File: src/hdl/sws_pkg.sv
// shared types, constants and sizes for the stack with search
`timescale 1ns / 1ps
`default_nettype none

package sws_pkg;

  // storage sizing
  localparam int DEPTH      = 64;
  localparam int DATA_WIDTH = 32;

  // fixed field widths of the ports
  localparam int FIELD_W = 32;
  localparam int POS_W   = 7;
  localparam int FUNC_W  = 3;
  localparam int STAT_W  = 2;

  // derived widths
  localparam int ADDR_W = (DEPTH > 1) ? $clog2(DEPTH) : 1;
  localparam int CNT_W  = $clog2(DEPTH + 1);
  localparam int CMP_W  = (CNT_W > POS_W) ? CNT_W : POS_W;

  typedef logic [DATA_WIDTH-1:0] word_t;
  typedef logic [ADDR_W-1:0]     addr_t;
  typedef logic [CNT_W-1:0]      cnt_t;

  typedef enum logic [FUNC_W-1:0] {
    FN_PUSH = 3'd0,
    FN_POP  = 3'd1,
    FN_PEEK = 3'd2,
    FN_FIND = 3'd3,
    FN_READ = 3'd4
  } func_e;

  typedef enum logic [STAT_W-1:0] {
    ST_OK       = 2'd0,
    ST_EMPTY    = 2'd1,
    ST_NOTFOUND = 2'd2,
    ST_OVERFLOW = 2'd3
  } status_e;

  typedef enum logic [1:0] {
    S_IDLE,
    S_EXEC,
    S_WAIT,
    S_SCAN
  } state_e;

  // one write and one read port into the entry store
  typedef struct packed {
    logic  wr_en;
    addr_t wr_addr;
    word_t wr_data;
    addr_t rd_addr;
  } store_req_t;

endpackage

`default_nettype wire

File: src/hdl/sws_store.sv
// entry store: single write port, single registered read port
`timescale 1ns / 1ps
`default_nettype none

module sws_store (
  input  wire                      clk_i,
  input  wire sws_pkg::store_req_t req_i,
  output sws_pkg::word_t           rd_data_o
);

  sws_pkg::word_t mem_q [sws_pkg::DEPTH];
  sws_pkg::word_t rd_data_q;

  always_ff @(posedge clk_i) begin
    if (req_i.wr_en) begin
      mem_q[req_i.wr_addr] <= req_i.wr_data;
    end
    rd_data_q <= mem_q[req_i.rd_addr];
  end

  assign rd_data_o = rd_data_q;

endmodule

`default_nettype wire

File: src/hdl/stack_with_search_core.sv
// top level of the stack with search: request sequencer, counters and result register
`timescale 1ns / 1ps
`default_nettype none

// channel   dir  handshake                      payload
// -------   ---  -----------------------------  ----------------------------------------------
// request   in   in_valid_i / in_stall_o        func_i, value_i, position_i
// result    out  out_valid_o / out_stall_i      status_o, data_o, found_position_o, fill_count_o
//
// sequencing: push, unused codes and requests refused on a check (empty, full, bad position)
//   finish in S_EXEC; pop, peek and read pass through S_WAIT for one store read;
//   find walks S_SCAN from the top entry down,
//   one stored entry per cycle through the single comparator
// one request in flight at a time; the result register frees the request side as it drains
// reset: asynchronous, active low, clears the fill count and the sequencer; store contents persist
// stalls: out_stall_i holds the result register and keeps new requests out until it drains

module stack_with_search_core (
  input  wire                             clk_i,
  input  wire                             rst_ni,

  input  wire                             in_valid_i,
  output logic                            in_stall_o,
  input  wire  [sws_pkg::FUNC_W-1:0]      func_i,
  input  wire  signed [sws_pkg::FIELD_W-1:0] value_i,
  input  wire  [sws_pkg::POS_W-1:0]       position_i,

  output logic                            out_valid_o,
  input  wire                             out_stall_i,
  output logic [sws_pkg::STAT_W-1:0]      status_o,
  output logic signed [sws_pkg::FIELD_W-1:0] data_o,
  output logic [sws_pkg::POS_W-1:0]       found_position_o,
  output logic [sws_pkg::POS_W-1:0]       fill_count_o
);

  localparam int AW = sws_pkg::ADDR_W;
  localparam int CW = sws_pkg::CNT_W;
  localparam int MW = sws_pkg::CMP_W;
  localparam int PW = sws_pkg::POS_W;
  localparam int FW = sws_pkg::FIELD_W;
  localparam int DW = sws_pkg::DATA_WIDTH;

  // sequencer and count
  sws_pkg::state_e  state_q, state_d;
  sws_pkg::cnt_t    count_q, count_d;

  // captured request
  sws_pkg::func_e   func_q;
  sws_pkg::word_t   value_q;
  logic [PW-1:0]    pos_q;

  // scan position (1-based from top) and address of the data now on the read port
  sws_pkg::cnt_t    idx_q, idx_d;
  sws_pkg::addr_t   rd_addr_q;

  // result register
  logic             out_valid_q;
  sws_pkg::status_e status_q;
  logic [FW-1:0]    data_q;
  logic [PW-1:0]    fpos_q;
  logic [PW-1:0]    fill_q;

  // finishing strobe and the result it carries
  logic             fin;
  sws_pkg::status_e fin_status;
  logic [FW-1:0]    fin_data;
  logic [PW-1:0]    fin_pos;

  sws_pkg::store_req_t store_req;
  sws_pkg::word_t      rd_data;

  logic             in_xfer;
  logic             out_xfer;
  logic             empty;
  logic             full;
  logic             hit;
  logic [MW-1:0]    pos_ext;
  logic [MW-1:0]    cnt_ext;

  // ready only when idle and the result register is free or draining this cycle
  assign in_stall_o = (state_q != sws_pkg::S_IDLE) || (out_valid_q && out_stall_i);
  assign in_xfer    = in_valid_i && !in_stall_o;
  assign out_xfer   = out_valid_q && !out_stall_i;

  assign empty   = (count_q == '0);
  assign full    = (count_q >= CW'(sws_pkg::DEPTH));
  assign pos_ext = MW'(pos_q);
  assign cnt_ext = MW'(count_q);

  // the shared comparator: one stored entry against the search word per cycle
  assign hit = (rd_data == value_q);

  sws_store u_store (
    .clk_i     (clk_i),
    .req_i     (store_req),
    .rd_data_o (rd_data)
  );

  always_ff @(posedge clk_i or negedge rst_ni) begin
    if (!rst_ni) begin
      state_q     <= sws_pkg::S_IDLE;
      count_q     <= '0;
      out_valid_q <= 1'b0;
    end else begin
      state_q <= state_d;
      count_q <= count_d;
      if (fin) begin
        out_valid_q <= 1'b1;
      end else if (out_xfer) begin
        out_valid_q <= 1'b0;
      end
    end
  end

  // payload registers, no reset needed
  always_ff @(posedge clk_i) begin
    if (in_xfer) begin
      func_q  <= sws_pkg::func_e'(func_i);
      value_q <= DW'($unsigned(value_i));
      pos_q   <= position_i;
    end
    idx_q     <= idx_d;
    rd_addr_q <= store_req.rd_addr;
    if (fin) begin
      status_q <= fin_status;
      data_q   <= fin_data;
      fpos_q   <= fin_pos;
      fill_q   <= PW'(count_d);
    end
  end

  always_comb begin
    state_d    = state_q;
    count_d    = count_q;
    idx_d      = idx_q;
    fin        = 1'b0;
    fin_status = sws_pkg::ST_OK;
    fin_data   = '0;
    fin_pos    = '0;

    store_req.wr_en   = 1'b0;
    store_req.wr_addr = AW'(count_q);
    store_req.wr_data = value_q;
    store_req.rd_addr = rd_addr_q;

    case (state_q)
      sws_pkg::S_IDLE: begin
        if (in_xfer) begin
          state_d = sws_pkg::S_EXEC;
        end
      end

      sws_pkg::S_EXEC: begin
        case (func_q)
          sws_pkg::FN_PUSH: begin
            fin = 1'b1;
            if (full) begin
              fin_status = sws_pkg::ST_OVERFLOW;
            end else begin
              store_req.wr_en = 1'b1;
              count_d         = count_q + CW'(1);
            end
          end
          sws_pkg::FN_POP, sws_pkg::FN_PEEK: begin
            if (empty) begin
              fin        = 1'b1;
              fin_status = sws_pkg::ST_EMPTY;
            end else begin
              store_req.rd_addr = AW'(count_q - CW'(1));
              state_d           = sws_pkg::S_WAIT;
            end
          end
          sws_pkg::FN_FIND: begin
            if (empty) begin
              fin        = 1'b1;
              fin_status = sws_pkg::ST_EMPTY;
            end else begin
              // start the walk at the top entry
              store_req.rd_addr = AW'(count_q - CW'(1));
              idx_d             = CW'(1);
              state_d           = sws_pkg::S_SCAN;
            end
          end
          sws_pkg::FN_READ: begin
            if (empty) begin
              fin        = 1'b1;
              fin_status = sws_pkg::ST_EMPTY;
            end else if (pos_ext == '0 || pos_ext > cnt_ext) begin
              fin        = 1'b1;
              fin_status = sws_pkg::ST_NOTFOUND;
            end else begin
              store_req.rd_addr = AW'(cnt_ext - pos_ext);
              state_d           = sws_pkg::S_WAIT;
            end
          end
          default: begin
            // unused codes leave the stack alone
            fin = 1'b1;
          end
        endcase
      end

      sws_pkg::S_WAIT: begin
        fin      = 1'b1;
        fin_data = FW'(rd_data);
        if (func_q == sws_pkg::FN_POP) begin
          count_d = count_q - CW'(1);
        end
      end

      sws_pkg::S_SCAN: begin
        if (hit) begin
          fin     = 1'b1;
          fin_pos = PW'(idx_q);
        end else if (idx_q == count_q) begin
          fin        = 1'b1;
          fin_status = sws_pkg::ST_NOTFOUND;
        end else begin
          // next entry down while this one is compared
          idx_d             = idx_q + CW'(1);
          store_req.rd_addr = rd_addr_q - AW'(1);
        end
      end

      default: begin
        state_d = sws_pkg::S_IDLE;
      end
    endcase

    if (fin) begin
      state_d = sws_pkg::S_IDLE;
    end
  end

  assign out_valid_o      = out_valid_q;
  assign status_o         = status_q;
  assign data_o           = $signed(data_q);
  assign found_position_o = fpos_q;
  assign fill_count_o     = fill_q;

  // a finishing request always finds the result register empty
  assert property (@(posedge clk_i) disable iff (!rst_ni)
    fin |-> !out_valid_q)
    else $error("result register overwritten");

  // fill count never passes the depth
  assert property (@(posedge clk_i) disable iff (!rst_ni)
    count_q <= CW'(sws_pkg::DEPTH))
    else $error("fill count above depth");

  // the search walk stays inside the filled part of the store
  assert property (@(posedge clk_i) disable iff (!rst_ni)
    state_q == sws_pkg::S_SCAN |-> idx_q != '0 && idx_q <= count_q)
    else $error("scan index out of range");

  // a successful push grows the stack by exactly one
  assert property (@(posedge clk_i) disable iff (!rst_ni)
    store_req.wr_en |=> count_q == $past(count_q) + CW'(1))
    else $error("push did not advance fill count");

  // the count only moves while a request finishes
  assert property (@(posedge clk_i) disable iff (!rst_ni)
    !fin |=> $stable(count_q))
    else $error("fill count changed outside a request");

endmodule

`default_nettype wire
File: config.mk
export PLATFORM = sky130hd
export DESIGN_NAME = stack_with_search_core
export DESIGN_NICKNAME = d
export VERILOG_FILES = /design/src/hdl/sws_pkg.sv /design/src/hdl/sws_store.sv /design/src/hdl/stack_with_search_core.sv
export SDC_FILE = /design/constraint.sdc
export NUM_CORES = 2
export LEC_CHECK = 0
export ABC_AREA = 0
export BUFFER_PORTS_ARGS = -buffer_cell sky130_fd_sc_hd__buf_4
export CAP_MARGIN = 15
export CORE_MARGIN = 8
export CORE_UTILIZATION = 60
export CTS_BUF_LIST = sky130_fd_sc_hd__clkbuf_4
export CTS_CLUSTER_SIZE = 14
export DETAILED_ROUTE_END_ITERATION = 16
export PLACE_DENSITY = 0.85
export SYNTH_ARGS = -nofsm -noshare
export SYNTH_HDL_FRONTEND = slang
export SYNTH_HIERARCHICAL = 1
export SYNTH_SLANG_ARGS = --single-unit
File: constraint.sdc
create_clock -name clk_i -period 8.5 [get_ports clk_i]
set_input_delay 0.85 -clock clk_i [delete_from_list [all_inputs] [get_ports clk_i]]
set_output_delay 0.85 -clock clk_i [all_outputs]
set_load 0.05 [all_outputs]
After elaboration in Yosys (flattened, before gate mapping)
Memories as Yosys holds them, arrays and structs flattened. A register that Yosys moved wholly into a read port is not among the register bits. Index checks and enable logic that the tools add are counted.

$add $sub $neg: 5. Magnitude comparators: 2. Eq/ne operators: 19. Mux-type cells: 46. Reductions and logical operators: 20.

Operator list (count): $mux 7 (7); $eq 32x32->1 (1); $mux 6 (5); $pmux 7 s2 (2); $pmux 6 s2 (2); $mux 2 (11); $ne 4x4->1 const B (4); $add 7x1->7 const B (2); $logic_not 7->1 (2); $mux 1 (13); $pmux 2 s3 (2); $pmux 2 s2 (2); $eq 7x7->1 (1); $ge 7x7->1 const B (1); $gt 7x7->1 (1); $reduce_and 7->1 (1); $sub 7x1->7 const B (1); $eq 3x2->1 const B (2); $ne 2x2->1 const B (3); $reduce_bool 2->1 (3); $sub 6x1->6 const B (1); $sub 6x6->6 (1); $ne 5x3->1 const B (1); $reduce_and 5->1 (1); other kinds (17) (22).

Flip-flop bits (word level): 113. Memory bits (writable): 2048. Bits of input ports: 46. Logic and storage cells: 105. Memories kept: 1.

Memory list: u_store.mem_q (depth 64, bits a word 32, read ports 1, clocked after memory_dff 1, wr ports 1, RTL line sws_store.sv:11) `sws_pkg::word_t mem_q [sws_pkg::DEPTH];`.

Logic depth before layout (Yosys ltp)
Depth after elaboration: 8. Depth in mapped cells: 20. Mapped depth without buffers: 15.

By module
The synthesis kept the hierarchy.

Modules (own cells, without submodules): sws_store (instances 1, cells each 3324, area each 78515.3 sq um, sequential area each 62139.6 sq um); stack_with_search_core (instances 1, cells each 471, area each 5695.5 sq um, sequential area each 3283.1 sq um).

Least setup slack after synthesis
OpenSTA, ideal clock, no wires.

Path type: register to register. From: register func_q[2]. To: memory u_store/mem_q[48][0] in the netlist's numbering (enable). Library setup time: 461 ps. Data arrival time: 3955 ps. Data required time: 8039 ps. Setup slack: 4084 ps. Cell stages (with the launch flop): 7. Path buffers: 1. Clock period less this slack: 4416 ps. Cell sequence: edfxtp_1 clkbuf_1 nor4_1 and2_1 nor2b_1 nand4b_1 nor3_1.

RTL lines: start, declared (RTL line stack_with_search_core.sv:48) `sws_pkg::func_e func_q;`; start signal, assigned (RTL line stack_with_search_core.sv:118) `func_q <= sws_pkg::func_e'(func_i);`; end, declared (RTL line sws_store.sv:11).

==> implementation parameters <==
Parameter                              Value

Status
  Outcome ... completed

Die
  Die span in x ... 390.6 µm
  Area of the die ... 0.1526 mm²
  Core region area ... 0.1394 mm²
  Initial Util ... 0.6043
  Site row count ... 137
  Height of the die ... 390.6 µm
  Ports placed on the boundary ... 96

Route
  Routed wire per std cell ... 37.64 µm
  TritonRoute pass-1 iters ... 8
  Number of nets with antenna violations after detailed routing ... 0
  Routed vias/inst ... 7.132
  DRC viols ... 0
  Number of violations reported at the end of detailed-routing iteration 0 ... 8,467
  Vias post-DR ... 47,710
  Total length of routed wires ... 251,800 µm

Setup path
  Crit path DAT ... 8.16 ns
  Cells on worst reg2reg path ... 14
  Required @ worst endpoint ... 9.56 ns
  Startpoint types ... flop
  Setup slack on the worst flop-to-flop path ... 1.40 ns
  RR Startpoint ... value_q[16]$_DFFE_PP_
  Capturing point of the worst reg2reg path ... u_store/rd_data_o[31]$_DFF_P_
  Type of the worst setup path ... reg -> reg
  Capturing instance or port of the critical path ... u_store/rd_data_o[31]$_DFF_P_
  CP Launch Point ... value_q[16]$_DFFE_PP_
  Largest fanout of any net on the critical path ... 108
  CP endpoint kind ... flop

Cells and area
  Final instance area ... 0.09522 mm²
  Fill count ... 7,668
  Share of final-layout standard cells stronger than drive strength 1 ... 0.3532
  Nets ... 4,497
  Multi-input combinational cell area ... 0.01818 mm²
  Final core occ ... 0.6832
  Register area ... 0.06542 mm²
  Area growth from synthesis to layout ... 13.07%

Clock tree
  Largest buffer count on any clock path ... 4
  Number of resized instances in the post-cts repair step ... 0
  Clock sink count ... 2,193
  Clock slew at reported path FFs ... 0.07 ns
  TritonCTS clock tree ... built
  Quantity of hold-fixing buffers added after cts ... 45
  Number of clock buffers inserted by TritonCTS ... 542
  Clock network latency to the later pin of the worst-skew pair ... 1.32 ns
  Root buf cell ... clkbuf_4
  CTS HTree Levels ... 6
  Post-CTS repair timing setup buffer count ... 0

Place
  Post-Place Worst Slack ... 1.929 ns
  GP Congestion ... 0.8861
  I/O Buffers ... 95
  Area of placed instances ... 0.08803 mm²
  Post-detailed-placement half-perimeter wirelength ... 126,100 µm

Synth
  Main combinational cell family by area after synthesis ... multiplexers
  Most frequent cell after synthesis ... edfxtp_1
  Most frequent cells after synthesis ... edfxtp_1 (2,145), mux4_2 (544), nor2_1 (150), mux2i_1 (94), o22ai_1 (87)
  Top FF cell, synth ... edfxtp_1
  Area contributors post-synth ... edfxtp_1 (76%), mux4_2 (15%), mux2i_1 (1.1%), dfxtp_1 (0.90%), nor2_1 (0.67%)
  Mux share of post-synthesis cell area ... 0.1567
  Register area share after synthesis ... 0.7769
  Largest area contributor in the synthesized netlist ... edfxtp_1
  Count of flip-flops with a built-in enable after synthesis ... 2,145
  Synth Area in XOR/XNOR ... 0.005304
  Ys async rst share ... 0.004560
  Synthesized-area fraction occupied by and/or/nand/nor cells ... 0.02330
  Synthesized Nets ... 3,863
  Syn Std Cell Area ... 0.08421 mm²
  Number of warnings issued by yosys ... 6
  Compound-cell area share of the yosys netlist ... 0.02166
  Top cell type's share of synthesized area ... 0.7649
  Number of distinct library cells after synthesis ... 72
  Total of flip-flops plus latches after synthesis ... 2,193
  Mean Syn Cell Area ... 22.19 µm²
  Adder-cell area share of the yosys netlist ... 0.003358
  Synth Instances ... 3,795

Timing
  Clock tree skew after final layout ... 0.1189 ns
  Post-layout min period ... 7.098 ns
  Max-slew headroom at the worst pin ... 0.09230
  Fin. Hold Viols ... 0
  Fin worst setup slack ... 1.402 ns
  Pin slew with the least headroom to its limit ... 1.362 ns
  Final setup fails ... 0
  Period Utilization, post-route ... 0.8350
  RSZ-0062 raised after global routing ... false
  Fmax ... 140.9 MHz
  Worst hold-check slack ... 0.2618 ns
  Setup tns final ... 0 ns
  Final-report max-slew violation count ... 0

Power and ir drop
  Power density over the cells ... 375.7 mW/mm²
  Worst supply voltage drop on vdd ... 0.4141 mV
  Leakage power total ... 30.44 nW

Hold path
  Type of the tightest min-delay check ... in -> reg

Global routing
  Tot GR Track Use ... 0.3286
  Number of global-route vias before repair ... 48,640
  Antenna violations before repair ... 15
  Global-route wire length before repair ... 352,200 µm
  Aggregate global routing overflow ... 0
  Pin count of the biggest net entering global routing ... 109

Run
  Max cap viols ... 0
-- stage by stage --
stage	power, mW	std cells
2_1_floorplan	22.02	3795
3_3_place_gp	25.91	5713
3_5_place_dp	26.30	5715
4_1_cts	35.34	6674
5_1_grt	36.54	6680
6_report	35.77	6689
-- worst max-delay path: stages, from the launching register on --
cell	delay [ns]
edfxtp_1	0.34
buf_4	0.56
xor2_1	0.33
nor4_1	1.10
nand4_1	0.18
nor2_1	0.16
buf_4	0.27
o211ai_1	0.14
nand4_1	0.26
buf_4	0.45
buf_12	0.67
mux4_2	0.63
mux4_2	0.53
o22ai_1	0.92
nor2_1	0.15
-- state kept, by name (all words and copies together), names as in the netlist --
| name | count |
|---|---|
| value_q | 32 |
| found_position_o | 7 |
| u_store/rd_data_o | 32 |
| func_q | 3 |
| rd_addr_q | 6 |
| u_store/mem_q | 2048 |
| idx_q | 7 |
| state_q | 2 |
| cnt_ext | 7 |
| fill_count_o | 7 |
| out_valid_o | 1 |
| status_o | 2 |
| pos_ext | 7 |
| data_o | 32 |
-- metal layers --
metal	up-vias	wire, µm	track usage
met5	-	114	0.003134
met4	10	21410	0.2305
met2	5437	114200	0.4927
met1	23330	73270	0.3980
li1	17590	-	-
met3	1344	42780	0.1216
-- power by group --
group	switching [mW]	total (mW)	internal [mW]	leakage [nW]
clock	4.29	8.85	4.56	4.01
combinational	8.47	13.9	5.43	6.65
sequential	0.376	13.0	12.6	19.8
-- how the worst min path moves through the flow --
stage	start	endpoint	slack (ns)	cells past startpoint
3_5_place_dp	u_store/rd_data_o[18]$_DFF_P_	data_o[18]$_SDFFCE_PN0P_	0.57	1
4_1_cts	in_valid_i	state_q[1]$_DFFE_PN0P_	0.08	5
2_1_floorplan	rd_addr_q[1]$_DFF_P_	rd_addr_q[1]$_DFF_P_	0.52	2
5_1_grt	in_valid_i	state_q[1]$_DFFE_PN0P_	0.20	5
6_report	in_valid_i	state_q[1]$_DFFE_PN0P_	0.26	6
3_3_place_gp	u_store/rd_data_o[17]$_DFF_P_	data_o[17]$_SDFFCE_PN0P_	0.55	1
-- cell usage in the layout (no fill, tap or decap), types with 8 or more instances in the layout --
master	instances
bufinv_16	12
o21ai_0	15
or3_1	9
nor2_4	62
o221ai_1	27
clkinv_1	92
and3_1	12
dfxtp_1	38
a311oi_1	8
inv_1	23
dlygate4sd3_1	45
nand3_1	21
mux2i_1	94
nor3_1	14
dfrtp_1	10
a22oi_1	15
nand4_1	14
mux4_2	544
diode_2	14
nor2_1	88
clkbuf_4	776
clkinv_2	10
xor2_1	39
a21oi_1	76
nor2b_1	15
ha_1	21
buf_4	233
xnor2_1	12
o22ai_1	87
o211ai_1	9
nand2_1	55
nand2b_1	9
nand3b_1	8
buf_12	10
edfxtp_1	2145
inv_2	20
nor4_1	11
and2_1	44
-- cells by family (layout without fill, tap and decap cells) --
family / count (synthesis) / after routing
multiplexers: 638 / 638
buffers and inverters: 225 / 1229
adder cells (fa/ha/maj): 22 / 22
AO/OA/AOI/OAI: 275 / 275
other: 0 / 14
flip-flops: 2193 / 2193
AND/OR/NAND/NOR: 391 / 391
XOR/XNOR: 51 / 51
-- layout make-up --
cell class              instances  area share
well taps                    1876     0.02465
inverters                      24   0.0009461
flip-flops and latches       2193      0.6871
multi-input cells            1377      0.1910
repair buffers                291     0.02570
clock inverters               138    0.009093
clock buffers                 776     0.06118
diodes                         14   0.0003679
Note: power is estimated with default switching activity, not from simulation.
